--- config.mk ---
export PLATFORM = sky130hd
export DESIGN_NAME = overlap_reference_count_table_core
export DESIGN_NICKNAME = d
export VERILOG_FILES = /design/src/hdl/ortc_pkg.sv /design/src/hdl/ortc_cell.sv /design/src/hdl/ortc_ctrl.sv /design/src/hdl/overlap_reference_count_table_core.sv
export VERILOG_INCLUDE_DIRS = /design/src /design/src/hdl
export SDC_FILE = /design/constraint.sdc
export NUM_CORES = 2
export LEC_CHECK = 0
export BUFFER_PORTS_ARGS = -buffer_cell sky130_fd_sc_hd__buf_2
export CAP_MARGIN = 30
export CORE_UTILIZATION = 46
export DETAILED_ROUTE_END_ITERATION = 16
export MAX_ROUTING_LAYER = met4
export PLACE_DENSITY = 0.63
export SETUP_SLACK_MARGIN = 0.02
export SKIP_LAST_GASP = 1
export SYNTH_ARGS = -nofsm -noshare
export SYNTH_HDL_FRONTEND = slang
export SYNTH_SLANG_ARGS = --single-unit
--- constraint.sdc ---
create_clock -name clk -period 3.4 [get_ports clk]
set_input_delay 0 -clock clk [delete_from_list [all_inputs] [get_ports clk]]
set_output_delay 0 -clock clk [all_outputs]
set_load 0.02 [all_outputs]
--- src/hdl/overlap_reference_count_table_core_macros.svh ---
// Assertion macros for the reference count table.
// Included by every file that checks its own logic; needs a clock named clk and reset rst.
`ifndef OVERLAP_REFERENCE_COUNT_TABLE_CORE_MACROS_SVH
`define OVERLAP_REFERENCE_COUNT_TABLE_CORE_MACROS_SVH

`ifndef SYNTHESIS
`define ORTC_ASSERT_NOW(lbl, ante, cons) \
  lbl: assert property (@(posedge clk) disable iff (rst) (ante) |-> (cons)) \
    else $error("ortc assertion failed");
`define ORTC_ASSERT_NEXT(lbl, ante, cons) \
  lbl: assert property (@(posedge clk) disable iff (rst) (ante) |=> (cons)) \
    else $error("ortc assertion failed");
`else
`define ORTC_ASSERT_NOW(lbl, ante, cons)
`define ORTC_ASSERT_NEXT(lbl, ante, cons)
`endif

`endif

--- src/hdl/ortc_pkg.sv ---
// Shared types and constants of the reference count table.
// No dependencies; used by the cell, the controller and the top level.
`timescale 1ns / 1ps

package ortc_pkg;

  localparam int ENTRIES_DEF    = 16;
  localparam int ID_BITS_DEF    = 32;
  localparam int COUNT_BITS_DEF = 16;
  localparam int ID_IN_W        = 32;
  localparam int CNT_OUT_W      = 16;

  typedef enum logic {
    OP_ADD    = 1'b0,
    OP_REMOVE = 1'b1
  } op_t;

  typedef enum logic [1:0] {
    STAT_OK     = 2'd0,
    STAT_FULL   = 2'd1,
    STAT_SAT    = 2'd2,
    STAT_ABSENT = 2'd3
  } status_t;

  typedef enum logic [1:0] {
    ST_IDLE,
    ST_SCAN,
    ST_FILL,
    ST_HOLD
  } state_t;

  // Token that walks the row of cells, one cell per cycle.
  typedef struct packed {
    logic                 tok;
    logic                 ins;
    logic                 hit;
    logic                 chg;
    status_t              status;
    logic [CNT_OUT_W-1:0] cnt;
  } wave_t;

endpackage

--- src/hdl/ortc_cell.sv ---
// One table entry: key, count and valid bit, plus the wave register to the next cell.
// Depends on ortc_pkg and the assertion macro header.
`timescale 1ns / 1ps
`include "overlap_reference_count_table_core_macros.svh"

module ortc_cell #(
  parameter int ID_BITS    = ortc_pkg::ID_BITS_DEF,
  parameter int COUNT_BITS = ortc_pkg::COUNT_BITS_DEF
) (
  input  logic               clk,
  input  logic               rst,
  input  logic [ID_BITS-1:0] key,
  input  ortc_pkg::op_t      op,
  input  ortc_pkg::wave_t    wave_in,
  output ortc_pkg::wave_t    wave_out
);
  import ortc_pkg::*;

  localparam logic [COUNT_BITS-1:0] CMAX = {COUNT_BITS{1'b1}};
  localparam logic [COUNT_BITS-1:0] ONE  = COUNT_BITS'(1);

  logic                  valid;
  logic                  valid_next;
  logic [ID_BITS-1:0]    entry_key;
  logic [ID_BITS-1:0]    entry_key_next;
  logic [COUNT_BITS-1:0] entry_count;
  logic [COUNT_BITS-1:0] entry_count_next;
  wave_t                 wave_next;
  logic                  match;

  assign match = valid && (entry_key == key);

  always_comb begin
    valid_next       = valid;
    entry_key_next   = entry_key;
    entry_count_next = entry_count;
    wave_next        = wave_in;
    // a claimed wave passes untouched
    if (wave_in.tok && !wave_in.hit) begin
      if (!wave_in.ins) begin
        if (match) begin
          wave_next.hit = 1'b1;
          if (op == OP_ADD) begin
            if (entry_count == CMAX) begin
              wave_next.status = STAT_SAT;
            end else begin
              entry_count_next = entry_count + ONE;
            end
          end else begin
            if (entry_count <= ONE) begin
              valid_next       = 1'b0;
              entry_count_next = '0;
              wave_next.chg    = 1'b1;
            end else begin
              entry_count_next = entry_count - ONE;
            end
          end
          wave_next.cnt = CNT_OUT_W'(entry_count_next);
        end
      end else if (!valid) begin
        // first free entry takes the new key
        valid_next       = 1'b1;
        entry_key_next   = key;
        entry_count_next = ONE;
        wave_next.hit    = 1'b1;
        wave_next.chg    = 1'b1;
        wave_next.cnt    = CNT_OUT_W'(1);
      end
    end
  end

  always_ff @(posedge clk) begin
    if (rst) begin
      valid    <= 1'b0;
      wave_out <= '0;
    end else begin
      valid    <= valid_next;
      wave_out <= wave_next;
    end
  end

  always_ff @(posedge clk) begin
    entry_key   <= entry_key_next;
    entry_count <= entry_count_next;
  end

  `ORTC_ASSERT_NOW(a_valid_set_by_fill, $rose(valid), $past(wave_in.tok && wave_in.ins))
  `ORTC_ASSERT_NEXT(a_claimed_wave_no_change, wave_in.tok && wave_in.hit, $stable(valid))
  `ORTC_ASSERT_NEXT(a_idle_cell_holds, !wave_in.tok, $stable(valid) && !wave_out.tok)

endmodule

--- src/hdl/ortc_ctrl.sv ---
// Sequencer: takes a word, launches the lookup and fill waves, builds the result word.
// Depends on ortc_pkg and the assertion macro header.
`timescale 1ns / 1ps
`include "overlap_reference_count_table_core_macros.svh"

module ortc_ctrl #(
  parameter int ID_BITS = ortc_pkg::ID_BITS_DEF
) (
  input  logic                            clk,
  input  logic                            rst,
  input  logic                            in_valid,
  output logic                            in_stall,
  input  logic                            func,
  input  logic [ortc_pkg::ID_IN_W-1:0]    object_id,
  output logic                            out_valid,
  input  logic                            out_stall,
  output logic                            membership_changed,
  output logic [1:0]                      status,
  output logic [ortc_pkg::CNT_OUT_W-1:0]  count_after,
  output logic [ID_BITS-1:0]              key,
  output ortc_pkg::op_t                   op,
  output ortc_pkg::wave_t                 launch,
  input  ortc_pkg::wave_t                 tail
);
  import ortc_pkg::*;

  state_t               state;
  state_t               state_next;
  wave_t                launch_next;
  logic                 pend_load;
  logic                 out_load;
  logic                 res_chg;
  status_t              res_status;
  logic [CNT_OUT_W-1:0] res_cnt;
  logic                 pend_chg;
  status_t              pend_status;
  logic [CNT_OUT_W-1:0] pend_cnt;

  assign in_stall = (state != ST_IDLE);

  always_comb begin
    state_next = state;
    case (state)
      ST_IDLE: begin
        if (in_valid) state_next = ST_SCAN;
      end
      ST_SCAN: begin
        if (tail.tok) begin
          if (!tail.hit && op == OP_ADD) state_next = ST_FILL;
          else state_next = ST_HOLD;
        end
      end
      ST_FILL: begin
        if (tail.tok) state_next = ST_HOLD;
      end
      ST_HOLD: begin
        if (!out_valid || !out_stall) state_next = ST_IDLE;
      end
      default: state_next = ST_IDLE;
    endcase
  end

  always_comb begin
    launch_next = '0;
    pend_load   = 1'b0;
    out_load    = 1'b0;
    case (state)
      ST_IDLE: begin
        launch_next.tok = in_valid;
      end
      ST_SCAN: begin
        if (tail.tok) begin
          if (!tail.hit && op == OP_ADD) begin
            launch_next.tok = 1'b1;
            launch_next.ins = 1'b1;
          end else begin
            pend_load = 1'b1;
          end
        end
      end
      ST_FILL: begin
        pend_load = tail.tok;
      end
      ST_HOLD: begin
        out_load = !out_valid || !out_stall;
      end
      default: launch_next = '0;
    endcase
  end

  // unclaimed wave: full table on add, absent key on remove
  always_comb begin
    if (tail.hit) begin
      res_chg    = tail.chg;
      res_status = tail.status;
      res_cnt    = tail.cnt;
    end else begin
      res_chg    = 1'b0;
      res_status = (op == OP_ADD) ? STAT_FULL : STAT_ABSENT;
      res_cnt    = '0;
    end
  end

  always_ff @(posedge clk) begin
    if (rst) begin
      state     <= ST_IDLE;
      launch    <= '0;
      out_valid <= 1'b0;
    end else begin
      state  <= state_next;
      launch <= launch_next;
      if (out_load) out_valid <= 1'b1;
      else if (!out_stall) out_valid <= 1'b0;
    end
  end

  always_ff @(posedge clk) begin
    if (state == ST_IDLE && in_valid) begin
      key <= ID_BITS'(object_id);
      op  <= op_t'(func);
    end
    if (pend_load) begin
      pend_chg    <= res_chg;
      pend_status <= res_status;
      pend_cnt    <= res_cnt;
    end
    if (out_load) begin
      membership_changed <= pend_chg;
      status             <= pend_status;
      count_after        <= pend_cnt;
    end
  end

  `ORTC_ASSERT_NEXT(a_accept_launches, in_valid && !in_stall, launch.tok && !launch.ins)
  `ORTC_ASSERT_NEXT(a_launch_pulse, launch.tok, !launch.tok)
  `ORTC_ASSERT_NOW(a_out_from_hold, $rose(out_valid), $past(state == ST_HOLD))

endmodule

--- src/hdl/overlap_reference_count_table_core.sv ---
// Reference count table: a row of ENTRIES cells; a token walks the row one cell per cycle.
// A hit, a remove or a miss on remove takes one walk of the row from accept to result; an add that
// inserts or finds the table full takes a second walk, which looks for a free cell.
// A new word waits until the last result is in the output register; a stalled result delays the next.
// Reset (synchronous, rst high): all valid bits clear, no token in flight, output empty.
`timescale 1ns / 1ps

module overlap_reference_count_table_core #(
  parameter int ENTRIES    = ortc_pkg::ENTRIES_DEF,
  parameter int ID_BITS    = ortc_pkg::ID_BITS_DEF,
  parameter int COUNT_BITS = ortc_pkg::COUNT_BITS_DEF
) (
  input  logic                           clk,
  input  logic                           rst,
  input  logic                           in_valid,
  output logic                           in_stall,
  input  logic                           func,
  input  logic [ortc_pkg::ID_IN_W-1:0]   object_id,
  output logic                           out_valid,
  input  logic                           out_stall,
  output logic                           membership_changed,
  output logic [1:0]                     status,
  output logic [ortc_pkg::CNT_OUT_W-1:0] count_after
);
  import ortc_pkg::*;

  logic [ID_BITS-1:0] key;
  op_t                op;
  wave_t              chain [ENTRIES+1];

  ortc_ctrl #(
    .ID_BITS(ID_BITS)
  ) u_ctrl (
    .clk                (clk),
    .rst                (rst),
    .in_valid           (in_valid),
    .in_stall           (in_stall),
    .func               (func),
    .object_id          (object_id),
    .out_valid          (out_valid),
    .out_stall          (out_stall),
    .membership_changed (membership_changed),
    .status             (status),
    .count_after        (count_after),
    .key                (key),
    .op                 (op),
    .launch             (chain[0]),
    .tail               (chain[ENTRIES])
  );

  for (genvar i = 0; i < ENTRIES; i++) begin : g_cell
    ortc_cell #(
      .ID_BITS   (ID_BITS),
      .COUNT_BITS(COUNT_BITS)
    ) u_cell (
      .clk     (clk),
      .rst     (rst),
      .key     (key),
      .op      (op),
      .wave_in (chain[i]),
      .wave_out(chain[i+1])
    );
  end

endmodule

Yosys cells after proc, flatten, opt, wreduce, memory -nomap -nowiden:

Index checks and enable logic that the tools add are counted.

* input port bits: 37
* word-level logic and storage cells: 785
* register bits after elaboration: 1211
* output and inout port bits: 21

* bitwise operators: 19
* equal/unequal tests: 56
* reduce and logical (&&, ||, !) cells: 154
* $add $sub $neg: 32
* $lt $le $gt $ge: 16
* mux-type cells: 353

Operators by type and width (count)
* $mux 16: 127
* $mux 20: 32
* $eq 32x32->1: 16
* $add 16x1->16 const B: 16
* $eq 16x16->1 const B: 16
* $le 16x1->1 const B: 16
* $sub 16x1->16 const B: 16
* $mux 2: 88
* $mux 1: 103
* $reduce_bool 2->1: 49
* $reduce_and 3->1: 32
* $reduce_and 4->1: 17
* $logic_and 1x1->1: 34
* $ne 2x2->1 const B: 17
* $not 1->1: 19
* $logic_not 1->1: 18
* $ne 2x1->1 const B: 4
* $pmux 2 s4: 1
* $eq 2x2->1 const B: 2
* $pmux 1 s2: 2
* $reduce_or 3->1: 1
* $eq 2x1->1 const B: 1
* $logic_not 2->1: 1
* $logic_not 1->1 const A: 1
* $logic_or 1x1->1: 1

Logic depth before layout (Yosys ltp):

* depth after elaboration: 6
* mapped depth: 11
* gate-level depth less buffers: 9

Cells and area by module:

From an unflattened synthesis, not the netlist that was laid out.

* cells, all modules: 5814
* area, all modules: 62383.6 um2

By module, submodules not included
* ortc_cell at g_cell[0].u_cell ...: seq. area each 1901.8 um2, instances 8, cells each 352, area an instance 3693.5 um2
* ortc_cell at g_cell[2].u_cell ...: seq. area each 1901.8 um2, instances 5, cells each 358, area an instance 3773.6 um2
* ortc_cell at g_cell[8].u_cell ...: seq. area each 1901.8 um2, instances 2, cells each 355, area an instance 3739.8 um2
* ortc_cell at g_cell[7].u_cell: seq. area each 1901.8 um2, instances 1, cells each 346, area an instance 3731.1 um2
* ortc_ctrl: seq. area each 2232.1 um2, instances 1, cells each 152, area an instance 2756.4 um2

Worst setup path before layout:

Ideal clock, no wire load.

* path kind: register to register
* start point: reg u_ctrl.key[14]
* end point: reg g_cell[10].u_cell.wave_out[8] (netlist bit)
* required time: 3283 ps
* buffers on the path: 2
* setup slack: -274 ps
* clock period less this slack: 3674 ps
* data arrival time: 3557 ps
* cell stages (with the launch flop): 10
* library setup time: 117 ps
* path through: edfxtp_1 -> buf_2 -> buf_1 -> xnor2_1 -> nand4_1 -> nor4_1 -> nand4_1 -> o21ai_1 -> nor2_1 -> a22o_1

* word-level cells in the longest chain between the ends: 5

RTL lines
* start, declared: line ortc_ctrl.sv:20 `output logic [ID_BITS-1:0] key,`
* start signal, assigned: line ortc_ctrl.sv:119 `key <= ID_BITS'(object_id);`
* $eq 32x32->1: line ortc_cell.sv:31 `assign match = valid && (entry_key == key);`
* $logic_and 1x1->1: line ortc_cell.sv:31
* $mux 20: line ortc_cell.sv:41 `if (match) begin`
* $mux 16: line ortc_cell.sv:40 `if (!wave_in.ins) begin`
* $mux 20: line ortc_cell.sv:39 `if (wave_in.tok && !wave_in.hit) begin`
* end signal, assigned: line ortc_cell.sv:78 `wave_out <= wave_next;`
* end, declared: line ortc_cell.sv:15 `output ortc_pkg::wave_t wave_out`

Every way passes these cells.
A chain may end at the register's enable or synchronous reset.

Worst setup path in the final report:

* start point: reg u_ctrl.key[22]
* end point: reg g_cell[15].u_cell.entry_count[10], enable pin

* word-level cells in the longest chain between the ends: 4

RTL lines
* $eq 32x32->1: line ortc_cell.sv:31
* $logic_and 1x1->1: line ortc_cell.sv:31
* $reduce_bool 2->1 (no line)
* $reduce_and 3->1 (no line)
* end signal, assigned: line ortc_cell.sv:84 `entry_count <= entry_count_next;`
* end, declared: line ortc_cell.sv:26 `logic [COUNT_BITS-1:0] entry_count;`

Every way passes these cells.

==> results.md <==
- The TritonCTS clock tree is done.
- The area enclosed by the die boundary is 0.131 mm².
- The floorplan has 131 rows.
- The data arrival time at the worst-slack endpoint is 3.61 ns.
- Setup repair after global routing left no endpoint under its margin.
- Of the post-synthesis cell area, the dominant cell type holds 0.424.
- The final hold violation count is 0.
- The H-tree generated during clock tree synthesis spans 4 levels.
- The smallest clock period supported by the final layout is computed as 3.17 ns.
- The largest net degree at the start of global routing is 147.
- The fraction of synthesized cell area in xor and xnor cells is 0.109.
- The compound-gate portion of the synthesized area came to 0.109.
- Along the worst path, the maximum fanout reaches 25.
- Summed over all failing endpoints, the final setup total negative slack is 0 ns.
- Using the TritonRoute via totals, the vias-per-cell ratio works out to 5.90.
- At the placement stage, the worst setup path has a slack of 0.257 ns.
- The worst-case IR drop observed on VDD is about 0.00043 V.
- The worst setup path is captured at a flip-flop.
- The fraction of the yosys area taken by sequential cells is 0.544.
- Measured against its own limit, the worst slew margin works out to 0.255.
- The total setup violations reported at the end of the flow is 0.
- The transition time at the pin with the least slew margin is 1.11 ns.
- The worst-case setup margin in the final layout is 0.232 ns.
- After detailed routing, the number of remaining DRC violations is 0.
- The die width is 361 µm.
- The worst hold path class is input port to flip-flop.
- The worst setup path is launched from a flip-flop.
- Across every metal layer, demand over resource in global routing totals 0.256.
- The number of global-route vias before repair is 41800.
- Measured in cells, the most critical reg-to-reg path has a length of 6.
- The flow ran to the end, and the final reports show no timing, DRC or antenna violations.
- The die is 361 µm tall.
- Counting along the longest clock path gives a buffer depth of 3.
- Of the total synthesized cell area, the portion taken by full adders, half adders and majority gates is 0.0110.
- Before antenna repair, the detailed router went through 6 iterations.
- After synthesis, the share of cell area in mux cells is 0.0111.
- The flip-flop and latch count after synthesis is 1195.
- Synthesis produced ~5600 cells.
- The count of buffers inserted at the top-level ports is 57.
- The cell at the root of the clock tree is clkbuf_16.
- After synthesis, the share of flip-flops with an asynchronous set or reset is 0.
- After synthesis, the cell types taking the most area are edfxtp_1 42%, dfxtp_1 12%, xnor2_1 5.6%.
- Detailed routing inserted a total of 44100 vias.
- The number of enable flip-flop cells after synthesis is 839.
- The final critical-path share of the clock period is 0.932.
- The worst-path cell with the longest stage delay is or4_1.
- The achievable clock frequency is 316 MHz.
- For this configuration, the core starts out at a cell density of 0.464.
- The prevailing post-synth register cell is edfxtp_1.
- The number of buffers inserted during clock tree synthesis is 130.
- The number of antenna violations at the first check in global routing came to 5.
- The total area inside the core boundary comes to 0.128 mm².
- In this run the count of I/O pins placed on the die edge is 58.
- The later-pin clock latency in the skew report is about 0.77 ns.
- The layout-stage area growth over the synthesis result is 13.1%.
- The biggest cell delay along the critical path is roughly 0.8 ns.
- In this run the cell area of the synthesized design comes to 0.0594 mm².
- The clock arrives with between 0.03 and 0.04 ns of skew.
- The unique cell type count in the Yosys netlist is 96.
- In this run the most critical hold path is launched from object_id[0].
- The Yosys step of the flow raised 0 warnings.
- The TritonCTS sink count is 1195.
- The beginning of the worst register-to-register path is u_ctrl.key[22]$_DFFE_PP_.
- The leakage power of the design is 22.2 nW.
- The estimated wirelength of the detail-placed design is ~110000 µm.
- The worst setup slack for register-to-register paths is 0.23 ns.
- The wire length after detailed routing is 165000 µm.
- Of the total synthesized cell area, the portion taken by AND, OR, NAND and NOR gates is 0.183.
- The worst hold path was traced through 2 stages.
- The kind of critical path is flip-flop to flip-flop.
- The starting DRC count in detailed routing is 3942.
- The total of max-cap violations is 0.
- The count of final max-slew check failures is 0.
- Excluding fillers, the count of instances in the completed layout stands at 7475.
- The number of nets in the synthesized netlist is roughly 5700.
- The post-route core utilization is 0.525.
- The tightest hold margin is 0.0419 ns.
- The data required time at the worst endpoint is 3.84 ns.
- The wire length of the first global-routing pass is between 200000 and 300000 µm.
- After detailed placement, the design holds a cell count of 7180.
- The final layout net count is 5797.
- The biggest area consumer among synthesized cells is edfxtp_1.
- Summed over all layers, the global routing overflow is 0.
- Power spread over the standard cell area amounts to 541 mW/mm².
- By count the netlist is led by 839 x edfxtp_1, 470 x nor2_1, 380 x xnor2_1.
- The signal on the critical path passes through xnor2_1 -> nand4_1 -> or4b_2 -> or4_1 -> o21ai_2 -> buf_12.
- Each instance of the synthesized netlist takes up on average between 10 and 15 µm².
- After clock tree synthesis, the clock-pin slew on the worst setup and hold paths is 0.06 ns.
- The combinational family with the most area after synthesis is simple AND/OR/NAND/NOR gates.
- Of the cells placed in the final design, the portion with a size suffix greater than 1 is 0.100.
- The count of antenna-violating nets left after detailed routing is 0.
- The average wire per standard cell is 22.0 µm.
- Among all cell types in the netlist, the one instantiated most often is edfxtp_1.
- The routability congestion estimate is 0.950.
- The first element of the critical path is u_ctrl.key[22]$_DFFE_PP_.
area by class of cell:
type,instances,area (µm²)
Sequential cell,1195,32300
Tap cell,1662,2080
Clock buffer,179,3740
Inverter,110,415
Multi-Input combinational cell,3943,25300
Antenna cell,3,7.51
Fill cell,11200,60700
Timing Repair Buffer,328,2830
Clock inverter,55,463
critical path, delay by kind of cell (launching register included):
kind | cells | cell delay (ns)
and+or+nand+nor | 3 | 1.64
AOI/OAI and AO/OA | 1 | 0.30
DFF | 1 | 0.39
xor gates and xnor gates | 1 | 0.29
buffers and inverters | 1 | 0.21
path summary, 6_finish.rpt:
| kind | end |
|---|---|
| hold / removal | u_ctrl.key[0]$_DFFE_PP_ |
| setup reg to reg | g_cell[15].u_cell.entry_count[10]$_SDFFCE_PP0P_ |
| setup / recovery | g_cell[15].u_cell.entry_count[10]$_SDFFCE_PP0P_ |
| hold reg to reg | u_ctrl.count_after[7]$_DFFE_PP_ |
metal layers:
layer	part of all wire	routed length, µm	track usage
met4	0.028	4650	0.0794
met1	0.44	72600	0.343
met2	0.48	78200	0.408
met5	0	0	-
met3	0.056	9140	0.0302
metrics by stage:
stage | total power, W | area [µm²]
after floorplan | 0.0202 | 59400
after global placement | 0.0226 | 62300
after detailed placement | 0.0226 | 62300
after CTS | 0.0366 | 67100
after global routing | 0.0375 | 67100
final | 0.0363 | 67100
where the power goes:
part | internal [W] | switching, W
Sequential | 0.0162 | 0.000169
Clock | 0.00802 | 0.00591
Combinational | 0.00199 | 0.00404
Total | 0.0262 | 0.0101
cell usage in the layout (no fill, tap or decap), types with 33 or more instances in the layout:
cell type	instances
edfxtp_1	839
nor2_1	463
xnor2_1	380
nand2_1	365
xor2_1	361
dfxtp_1	356
a21oi_1	272
o21ai_0	213
nand3_1	201
nor3_1	192
buf_4	186
nor4_1	175
nand4_1	174
clkbuf_16	140
inv_1	107
nand2b_1	81
nor2b_1	77
o22ai_1	59
dlygate4sd3_1	56
buf_2	56
a31oi_1	55
or4_1	54
ha_1	52
or3_1	50
and2_1	49
and3_1	42
mux2i_1	42
or2_2	35
o21a_1	33
a211oi_1	33
cell families (layout without fill, tap and decap cells):
kind of cell             Yosys count  after routing
AND/OR/NAND/NOR                 2093           2093
flip-flops                      1195           1195
AO/OA/AOI/OAI                    995            995
XOR/XNOR                         741            741
buffers and inverters            479            672
multiplexers                      62             62
adder cells (fa/ha/maj)           52             52
other                              0              3
flip-flops by register name, indices dropped and copies added (netlist names):
signal,flops
g_cell.u_cell.entry_key,512
g_cell.u_cell.wave_out,335
g_cell.u_cell.entry_count,256
u_ctrl.key,32
g_cell.u_cell.valid,16
u_ctrl.count_after,16
u_ctrl.pend_cnt,16
u_ctrl.launch,2
u_ctrl.pend_status,2
u_ctrl.state,2
u_ctrl.status,2
u_ctrl.membership_changed,1
u_ctrl.op,1
u_ctrl.out_valid,1
u_ctrl.pend_chg,1
what timing repair did:
action / 4_1_cts / 5_1_grt
setup buffers: 0 / 2
hold buffers: 56 / 0
endpoints found under the hold margin: 218 / 0
resized for setup: 0 / 1
endpoints found under the setup margin: 0 / 18
No activity file was read; power rests on OpenSTA's default activity.
